`src/rtl/hfr_pkg.sv`:
```
// ----------------------------------------------------------------------------
// hfr_pkg
// Shared types and constants of the HID frame reassembler: frame layout,
// command codes, frame disposition, verdict and error codes, result record.
// ----------------------------------------------------------------------------
package hfr_pkg;

  // report layout
  localparam int unsigned INIT_DATA_START = 7;
  localparam int unsigned CONT_DATA_START = 5;
  localparam int unsigned POS_TYPE        = 4;
  localparam int unsigned POS_LEN_HI      = 5;
  localparam int unsigned POS_LEN_LO      = 6;
  localparam int unsigned TYPE_INIT_BIT   = 7;

  // channel that every device listens on
  localparam logic [31:0] CHAN_ALL = 32'hFFFF_FFFF;

  // known commands
  localparam logic [7:0] CMD_PING = 8'h81;
  localparam logic [7:0] CMD_MSG  = 8'h83;
  localparam logic [7:0] CMD_INIT = 8'h86;
  localparam logic [7:0] CMD_WINK = 8'h88;

  // reported length saturates here
  localparam logic [8:0] LEN_SAT = 9'h1FF;

  // how the current report is being handled
  typedef enum logic [5:0] {
    DISP_IGNORE     = 6'b000001,
    DISP_INIT_OK    = 6'b000010,
    DISP_INIT_QUIET = 6'b000100,
    DISP_CONT       = 6'b001000,
    DISP_SEQ_ERR    = 6'b010000,
    DISP_LEN_ERR    = 6'b100000
  } disp_e;

  typedef enum logic [1:0] {
    VERDICT_IGNORED  = 2'd0,
    VERDICT_WAITING  = 2'd1,
    VERDICT_COMPLETE = 2'd2,
    VERDICT_ERROR    = 2'd3
  } verdict_e;

  typedef enum logic [1:0] {
    ERR_NONE     = 2'd0,
    ERR_LENGTH   = 2'd1,
    ERR_SEQUENCE = 2'd2,
    ERR_COMMAND  = 2'd3
  } error_e;

  // one result per report byte
  typedef struct packed {
    logic       payload_valid;
    logic [7:0] payload_byte;
    logic [8:0] payload_offset;
    logic       verdict_valid;
    verdict_e   verdict;
    error_e     error_code;
    logic [7:0] message_cmd;
    logic [8:0] message_len;
  } result_t;

  function automatic logic known_cmd(input logic [7:0] cmd);
    return (cmd == CMD_PING) || (cmd == CMD_MSG) || (cmd == CMD_INIT) || (cmd == CMD_WINK);
  endfunction

endpackage

```
`src/rtl/hid_frame_reassembler_unit.sv`:
```
// ----------------------------------------------------------------------------
// hid_frame_reassembler_unit
// Rebuilds HID messages from 64-byte reports fed one byte per transfer.
// ----------------------------------------------------------------------------
// Takes one report byte per cycle while in_stall_o is low and gives exactly
// one result per byte: the input register and the result register are
// the only stages, with the header decode, bounds and sequence checks in
// between. Every result carries the payload byte and its buffer offset when
// the byte is stored, and the last byte of each report also carries the
// verdict (waiting, complete, error; with command and length) or ignored.
// channel_id lives at byte address 0 of the APB port and resets to all ones
// (broadcast mode); write it only while no report byte is in flight.
module hid_frame_reassembler_unit import hfr_pkg::*; #(
  parameter int unsigned REPORT_BYTES = 64,
  parameter int unsigned BUFFER_BYTES = 470
) (
  input  logic        clk_i,
  input  logic        rst_ni,
  // configuration port
  input  logic        psel,
  input  logic        penable,
  input  logic        pwrite,
  input  logic [2:0]  paddr,
  input  logic [31:0] pwdata,
  output logic [31:0] prdata,
  output logic        pready,
  // report bytes in
  input  logic        in_valid_i,
  output logic        in_stall_o,
  input  logic [7:0]  rpt_byte_i,
  // results out
  output logic        out_valid_o,
  input  logic        out_stall_i,
  output logic        payload_valid_o,
  output logic [7:0]  payload_byte_o,
  output logic [8:0]  payload_offset_o,
  output logic        verdict_valid_o,
  output logic [1:0]  verdict_o,
  output logic [1:0]  error_code_o,
  output logic [7:0]  message_cmd_o,
  output logic [8:0]  message_len_o
);

  localparam logic REG_CHANNEL_ID = 1'b0;

  logic [31:0] channel_id_q, channel_id_d;
  logic        cfg_write;
  logic        s1_valid;
  logic [7:0]  s1_byte;
  logic        out_ready;
  logic        step;
  result_t     res_comb;
  result_t     res_out;

  // configuration register
  assign pready    = 1'b1;
  assign cfg_write = psel && penable && pwrite && pready && (paddr[2] == REG_CHANNEL_ID);
  assign prdata    = (paddr[2] == REG_CHANNEL_ID) ? channel_id_q : '0;

  always_comb begin
    channel_id_d = channel_id_q;
    if (cfg_write) begin
      channel_id_d = pwdata;
    end
  end

  always_ff @(posedge clk_i or negedge rst_ni) begin
    if (!rst_ni) begin
      channel_id_q <= CHAN_ALL;
    end else begin
      channel_id_q <= channel_id_d;
    end
  end

  // pipeline flow control
  assign step       = s1_valid && out_ready;
  assign in_stall_o = s1_valid && !out_ready;

  hfr_input_stage u_input_stage (
    .clk_i      (clk_i),
    .rst_ni     (rst_ni),
    .in_valid_i (in_valid_i),
    .load_i     (!in_stall_o),
    .byte_i     (rpt_byte_i),
    .valid_o    (s1_valid),
    .byte_o     (s1_byte)
  );

  hfr_frame_tracker #(
    .REPORT_BYTES (REPORT_BYTES),
    .BUFFER_BYTES (BUFFER_BYTES)
  ) u_frame_tracker (
    .clk_i        (clk_i),
    .rst_ni       (rst_ni),
    .step_i       (step),
    .byte_i       (s1_byte),
    .channel_id_i (channel_id_q),
    .result_o     (res_comb)
  );

  hfr_result_stage u_result_stage (
    .clk_i       (clk_i),
    .rst_ni      (rst_ni),
    .valid_i     (s1_valid),
    .result_i    (res_comb),
    .out_stall_i (out_stall_i),
    .ready_o     (out_ready),
    .out_valid_o (out_valid_o),
    .result_o    (res_out)
  );

  // result fields to ports
  assign payload_valid_o  = res_out.payload_valid;
  assign payload_byte_o   = res_out.payload_byte;
  assign payload_offset_o = res_out.payload_offset;
  assign verdict_valid_o  = res_out.verdict_valid;
  assign verdict_o        = res_out.verdict;
  assign error_code_o     = res_out.error_code;
  assign message_cmd_o    = res_out.message_cmd;
  assign message_len_o    = res_out.message_len;

endmodule

```
`src/rtl/hfr_input_stage.sv`:
```
// ----------------------------------------------------------------------------
// hfr_input_stage
// Input register: captures one report byte per transfer.
// ----------------------------------------------------------------------------
module hfr_input_stage (
  input  logic       clk_i,
  input  logic       rst_ni,
  input  logic       in_valid_i,
  input  logic       load_i,
  input  logic [7:0] byte_i,
  output logic       valid_o,
  output logic [7:0] byte_o
);

  logic       valid_q, valid_d;
  logic [7:0] byte_q, byte_d;

  // load a new byte whenever the stage is free or drains this cycle
  always_comb begin
    valid_d = valid_q;
    byte_d  = byte_q;
    if (load_i) begin
      valid_d = in_valid_i;
      if (in_valid_i) begin
        byte_d = byte_i;
      end
    end
  end

  always_ff @(posedge clk_i or negedge rst_ni) begin
    if (!rst_ni) begin
      valid_q <= 1'b0;
    end else begin
      valid_q <= valid_d;
    end
  end

  always_ff @(posedge clk_i) begin
    byte_q <= byte_d;
  end

  assign valid_o = valid_q;
  assign byte_o  = byte_q;

endmodule

```
`src/rtl/hfr_frame_tracker.sv`:
```
// ----------------------------------------------------------------------------
// hfr_frame_tracker
// Per-report state: header capture, frame classification, bounds and
// sequence checks, payload offsets and the end-of-report verdict.
// ----------------------------------------------------------------------------
module hfr_frame_tracker import hfr_pkg::*; #(
  parameter int unsigned REPORT_BYTES = 64,
  parameter int unsigned BUFFER_BYTES = 470
) (
  input  logic        clk_i,
  input  logic        rst_ni,
  input  logic        step_i,
  input  logic [7:0]  byte_i,
  input  logic [31:0] channel_id_i,
  output result_t     result_o
);

  localparam int unsigned POS_W           = $clog2(REPORT_BYTES);
  localparam int unsigned WP_W            = $clog2(BUFFER_BYTES + REPORT_BYTES + 1);
  localparam int unsigned CW              = WP_W + 1;
  localparam int unsigned CONT_DATA_BYTES = REPORT_BYTES - CONT_DATA_START;
  localparam logic [POS_W-1:0] LAST_POS   = POS_W'(REPORT_BYTES - 1);

  logic [POS_W-1:0] pos_q, pos_d;
  logic [31:0]      chan_q, chan_d;
  disp_e            disp_q, disp_d;
  logic [7:0]       seq_q, seq_d;
  logic [7:0]       cmd_q, cmd_d;
  logic [15:0]      len_q, len_d;
  logic [WP_W-1:0]  wp_q, wp_d;

  logic             match;
  logic             bcast;
  logic             no_room;
  logic             is_init;
  logic             store;
  logic [15:0]      new_len;
  logic [15:0]      wp_ext;
  logic [15:0]      wp_next_ext;
  result_t          res;

  always_comb begin
    pos_d  = pos_q;
    chan_d = chan_q;
    disp_d = disp_q;
    seq_d  = seq_q;
    cmd_d  = cmd_q;
    len_d  = len_q;
    wp_d   = wp_q;
    res    = '0;

    match   = (chan_q == CHAN_ALL) || (chan_q == channel_id_i);
    bcast   = (channel_id_i == CHAN_ALL);
    wp_ext  = 16'(wp_q);
    no_room = (wp_ext >= len_q) ||
              ((CW'(wp_q) + CW'(CONT_DATA_BYTES)) > CW'(BUFFER_BYTES));
    new_len = {len_q[15:8], byte_i};

    // header bytes
    if (pos_q < POS_W'(POS_TYPE)) begin
      chan_d = (pos_q == '0) ? {24'h0, byte_i} : {chan_q[23:0], byte_i};
    end else if (pos_q == POS_W'(POS_TYPE)) begin
      if (!match) begin
        disp_d = DISP_IGNORE;
      end else if (byte_i[TYPE_INIT_BIT]) begin
        seq_d  = '0;
        wp_d   = '0;
        cmd_d  = byte_i;
        len_d  = '0;
        disp_d = (bcast && byte_i != CMD_INIT) ? DISP_INIT_QUIET : DISP_INIT_OK;
      end else if (bcast || no_room) begin
        disp_d = DISP_IGNORE;
      end else if (byte_i == seq_q) begin
        seq_d  = seq_q + 8'd1;
        disp_d = DISP_CONT;
      end else begin
        disp_d = DISP_SEQ_ERR;
      end
    end else if (pos_q == POS_W'(POS_LEN_HI)) begin
      if (disp_q == DISP_INIT_OK || disp_q == DISP_INIT_QUIET) begin
        len_d = {byte_i, 8'h00};
      end
    end else if (pos_q == POS_W'(POS_LEN_LO)) begin
      if (disp_q == DISP_INIT_OK || disp_q == DISP_INIT_QUIET) begin
        if (disp_q == DISP_INIT_OK && new_len > 16'(BUFFER_BYTES)) begin
          len_d  = '0;
          disp_d = DISP_LEN_ERR;
        end else begin
          len_d = new_len;
        end
      end
    end

    // payload bytes go to the buffer
    is_init = (disp_q == DISP_INIT_OK) || (disp_q == DISP_INIT_QUIET) ||
              (disp_q == DISP_LEN_ERR);
    store   = (is_init && pos_q >= POS_W'(INIT_DATA_START)) ||
              (disp_q == DISP_CONT && pos_q >= POS_W'(CONT_DATA_START));
    if (store) begin
      wp_d               = wp_q + 1'b1;
      res.payload_valid  = 1'b1;
      res.payload_byte   = byte_i;
      res.payload_offset = wp_ext[8:0];
    end
    wp_next_ext = 16'(wp_d);

    // verdict on the last byte of the report
    if (pos_q == LAST_POS) begin
      res.verdict_valid = 1'b1;
      if (disp_q == DISP_SEQ_ERR) begin
        res.verdict    = VERDICT_ERROR;
        res.error_code = ERR_SEQUENCE;
      end else if (disp_q == DISP_LEN_ERR) begin
        res.verdict    = VERDICT_ERROR;
        res.error_code = ERR_LENGTH;
      end else if (disp_q == DISP_INIT_OK || disp_q == DISP_CONT) begin
        if (wp_next_ext < len_q) begin
          res.verdict = VERDICT_WAITING;
        end else if (known_cmd(cmd_q)) begin
          res.verdict = VERDICT_COMPLETE;
        end else begin
          res.verdict    = VERDICT_ERROR;
          res.error_code = ERR_COMMAND;
        end
      end
      if (res.verdict != VERDICT_IGNORED) begin
        res.message_cmd = cmd_q;
        res.message_len = (len_q > 16'(LEN_SAT)) ? LEN_SAT : len_q[8:0];
      end
    end

    pos_d = (pos_q == LAST_POS) ? '0 : pos_q + 1'b1;
  end

  always_ff @(posedge clk_i or negedge rst_ni) begin
    if (!rst_ni) begin
      pos_q  <= '0;
      chan_q <= '0;
      disp_q <= DISP_IGNORE;
      seq_q  <= '0;
      cmd_q  <= '0;
      len_q  <= '0;
      wp_q   <= '0;
    end else if (step_i) begin
      pos_q  <= pos_d;
      chan_q <= chan_d;
      disp_q <= disp_d;
      seq_q  <= seq_d;
      cmd_q  <= cmd_d;
      len_q  <= len_d;
      wp_q   <= wp_d;
    end
  end

  assign result_o = res;

endmodule

```
`src/rtl/hfr_result_stage.sv`:
```
// ----------------------------------------------------------------------------
// hfr_result_stage
// Result register: holds one result until the downstream side takes it.
// ----------------------------------------------------------------------------
module hfr_result_stage import hfr_pkg::*; (
  input  logic    clk_i,
  input  logic    rst_ni,
  input  logic    valid_i,
  input  result_t result_i,
  input  logic    out_stall_i,
  output logic    ready_o,
  output logic    out_valid_o,
  output result_t result_o
);

  logic    valid_q, valid_d;
  result_t result_q, result_d;

  // free when empty or when the held result leaves this cycle
  assign ready_o = !valid_q || !out_stall_i;

  always_comb begin
    valid_d  = valid_q;
    result_d = result_q;
    if (ready_o) begin
      valid_d  = valid_i;
      result_d = result_i;
    end
  end

  always_ff @(posedge clk_i or negedge rst_ni) begin
    if (!rst_ni) begin
      valid_q <= 1'b0;
    end else begin
      valid_q <= valid_d;
    end
  end

  always_ff @(posedge clk_i) begin
    result_q <= result_d;
  end

  assign out_valid_o = valid_q;
  assign result_o    = result_q;

endmodule

```
`config.mk`:
```
export PLATFORM = sky130hd
export DESIGN_NAME = hid_frame_reassembler_unit
export DESIGN_NICKNAME = d
export VERILOG_FILES = /design/src/rtl/hfr_pkg.sv /design/src/rtl/hid_frame_reassembler_unit.sv /design/src/rtl/hfr_input_stage.sv /design/src/rtl/hfr_frame_tracker.sv /design/src/rtl/hfr_result_stage.sv
export SDC_FILE = /design/constraint.sdc
export NUM_CORES = 1
export LEC_CHECK = 0
export ABC_AREA = 1
export BUFFER_PORTS_ARGS = -buffer_cell sky130_fd_sc_hd__buf_4
export CORE_MARGIN = 1
export CORE_UTILIZATION = 35
export CTS_BUF_LIST = sky130_fd_sc_hd__clkbuf_8
export DETAILED_ROUTE_END_ITERATION = 8
export HOLD_SLACK_MARGIN = 0.1
export SLEW_MARGIN = 30
export SYNTH_ARGS = -nofsm -noshare
export SYNTH_HDL_FRONTEND = slang
export SYNTH_HIERARCHICAL = 1
export SYNTH_SLANG_ARGS = --single-unit
```
`constraint.sdc`:
```
create_clock -name clk_i -period 3.07 [get_ports clk_i]
set_input_delay 0.1535 -clock clk_i [delete_from_list [all_inputs] [get_ports clk_i]]
set_output_delay 0.1535 -clock clk_i [all_outputs]
set_load 0.1 [all_outputs]
```
==> results.cfg <==
[min_path]
hold_path_depth = 5
hold_class = in2reg
min_from = psel
hold_end = channel_id_q[20]$_DFFE_PN1P_

[critical_path]
crit_path_end_kind = flip-flop
reg2reg_slack_ns = -0.23
worstPathMaxFanout = 8
crit_path_frequent_cell = nand2_2
cp_slowest_cell = dfstp_2
reg2regPathDepth = 22
worstPathRequired_ns = 3.29
setup.worst_path.class = reg2reg
cp.arrival_ns = 3.52
reg2reg_from = u_frame_tracker/disp_q[0]$_DFFE_PN1P_
cp-start-kind = flip-flop
slowest_delay_ns = 0.57
r2r_end = u_result_stage/result_o[8]$_DFFE_PP_
path_cells = nor2_4 -> nand2_1 -> nor2_2 -> nand3_2 -> nand2_4 -> a21oi_4 -> buf_6 -> nand4_4 -> nand2_2 -> a21oi_2 -> ha_1 -> a21oi_2 -> nor2_1 -> a211oi_1 -> nand2_1 -> nand2_2 -> nand2_4 -> nand2_2 -> nand2_2 -> nand2_4 -> clkbuf_16 -> a21oi_2

[placement]
port-buffer-count = 121
place_inst = 1620
place_congestion = 0.8619
dp_slack_ns = -0.3486
dp_hpwl_mm = 17.84

[grt]
grt_pass1_wl_mm = 38.82
track_usage_pct = 18.70
grt_max_degree = 54
globalRouteOverflowTotal = 0
antenna_found_initial = 0
grt_pass1_vias = 7796

[route]
first_pass_iters = 5
post_drt_via_cell_ratio = 4.712
drt_iter0_markers = 527
routed_wl_mm = 24.35
vias = 8086
wire_per_inst_um = 14.19
drtAntennaViolNets = 0
drc = 0

[cells_and_area]
drive_above_1_share_pct = 28.86
area_growth_syn_to_layout_pct = 35.12
nFillCells = 2434
nNetsFinal = 1450
diodes = 0
final_common_cell = nand2_1
final_cell_mix = nand2_1 (272), buf_4 (233), inv_1 (147)
instances_no_fill = 1716

[yosys]
synth-seq-area-share_pct = 49.45
syn_area_um2 = 9071
synth_cell_types = 48
syn_avg_cell_area_um2 = 8.247
synth-edff-count = 48
synth_area_leader_cell = dfrtp_1
synthTopCellsByArea = dfrtp_1 (24%), edfxtp_1 (16%), nand2_1 (12%)
synth-seq-cells = 168
synth-main-ff-cell = dfrtp_1
synthCells = 1100
syn_nets = 1177
async_reset_ff_share_pct = 71.43
yosys.area.top_type_share_pct = 24.00
yosys_warnings = 6

[timing]
slew_headroom_pct = 44.13
worst_pin_slew_ns = 0.8349
fmax_mhz = 302.8
period_share_pct = 107.6
setup_tns_ns = -3.893
setup_slack_ns = -0.2324
drv_slew = 0
setup_viol = 19
finalHoldViolations = 0
period_needed_ns = 3.302
fin_hold_ws_ns = 0.1692
rsz0062_at_grt = true
fin_skew_ns = 0.01916

[floorplanning]
row_count = 58
core-area_um2 = 25330
dieArea_um2 = 26570
die_h_um = 163.0
die_x_um = 163.0
io_pins = 125
floorplan.initialDensity_pct = 35.82

[cts]
cts_tree = done
cts.sinks = 168
clock_latency_ns = 0.47
clk_path_buf_depth = 2
root_buffer = clkbuf_8
cts.htree.levels = 4
clk_pin_slew_worst_paths_ns = 0.10
cts_buffers = 17

[power_and_ir_drop]
p_leak_nw = 5.848
fin_total_pwr_mw = 7.977
powerDensity_nw_per_um2 = 650.8
peakVddDrop_mv = 0.2984

[run_status]
failed_checks = setup timing
status = finished with violations

[flow_run]
cap_violations = 0
[sequential cells by signal (all words and copies together) (netlist names)]
name and cells:
channel_id_q 32, u_frame_tracker/chan_q 32, u_frame_tracker/cmd_q 8, u_frame_tracker/disp_q 6, u_frame_tracker/len_q 16, u_frame_tracker/pos_q 6, u_frame_tracker/seq_q 8, u_frame_tracker/wp_q 10
u_input_stage/byte_o 8, u_input_stage/valid_o 1, u_result_stage/out_valid_o 1, u_result_stage/result_o 40
[cells by family (layout without fill, tap and decap cells)]
| group | Yosys count | after routing | synth area share, % |
|---|---|---|---|
| compound gates | 147 | 147 | 9.655 |
| xor+xnor | 25 | 25 | 2.414 |
| fa+ha+maj | 27 | 27 | 3.724 |
| buf+inv | 195 | 480 | 8.814 |
| flops | 168 | 168 | 49.45 |
| other cells | 1 | 1 | 0.04134 |
| simple gates | 537 | 538 | 25.90 |
[cell type report]
class                   instances  area, um^2  share of cell area (%)
multi-input cells             738        4039                   32.95
clock buffers                  18       247.7                   2.021
repair buffers                286        2347                   19.15
flip-flops and latches        168        4489                   36.63
inverters                     162       608.1                   4.961
well taps                     330       412.9                   3.369
clock inverters                14       112.6                  0.9187
[cells in the mapped netlist, types with 3 or more instances]
master,instances
nand2_1,282
o31ai_1,22
nor3_1,14
clkinv_1,5
dfstp_2,33
a21oi_2,10
inv_2,5
nor2_2,3
inv_1,152
nand3b_1,3
buf_6,5
nor2_1,105
nor4_1,6
a21oi_1,40
edfxtp_1,48
or2_2,3
ha_1,27
nand3_1,77
dfrtp_1,87
o21ai_0,62
buf_4,5
clkbuf_1,14
nand4_1,26
nand2_2,7
buf_2,9
xnor2_1,23
[per-layer routing]
layer	global-route usage, %	vias to the layer above	wire length, um
met3	2.699	29	738
met1	23.36	3777	10840
met5	0	-	0
li1	-	4110	-
met4	5.395	0	386
met2	33.31	170	12390
[worst max-delay path by stage]
stage	startpoint	end	slack [ns]	cells after the start
floorplan	u_frame_tracker/pos_q[0]$_DFFE_PN0P_	u_result_stage/result_o[19]$_DFFE_PP_	-0.05	22
global placement	channel_id_q[25]$_DFFE_PN1P_	u_result_stage/result_o[3]$_DFFE_PP_	-0.20	22
detailed placement	u_frame_tracker/disp_q[1]$_DFFE_PN0P_	u_result_stage/result_o[1]$_DFFE_PP_	-0.35	21
CTS	u_frame_tracker/pos_q[0]$_DFFE_PN0P_	u_result_stage/result_o[1]$_DFFE_PP_	-0.16	24
global route	channel_id_q[25]$_DFFE_PN1P_	u_result_stage/result_o[5]$_DFFE_PP_	-0.38	23
finish	u_frame_tracker/disp_q[0]$_DFFE_PN1P_	u_result_stage/result_o[8]$_DFFE_PP_	-0.23	22
[worst max-delay path: cells and delay by family (launching register included)]
kind	cells	cell delay, ns
AO/OA/AOI/OAI	5	0.66
adder cells (fa/ha/maj)	1	0.31
buffers and inverters	2	0.32
flip-flops	1	0.57
AND/OR/NAND/NOR	14	1.19
[timing repair]
action / in CTS / in global routing
pin swaps: 3 / 9
hold buffers: 42 / 0
gates resized for setup: 25 / 41
gates cloned: 1 / 3
hold endpoints to repair: 63 / 0
setup buffers: 11 / 7
setup endpoints to repair: 21 / 25
[per-stage QoR]
step	cell area [um^2]	utilization, %
after global routing	12260	48.39
after detailed placement	11020	43.53
after global placement	11020	43.53
after CTS	11980	47.30
final	12260	48.39
after floorplan	9105	-
[report_power, final]
part	switching, mW	internal [mW]
logic	2.03	1.29
clock network	0.870	0.604
registers	0.415	2.77
total	3.31	4.67
(Power assumes the default switching activity.)
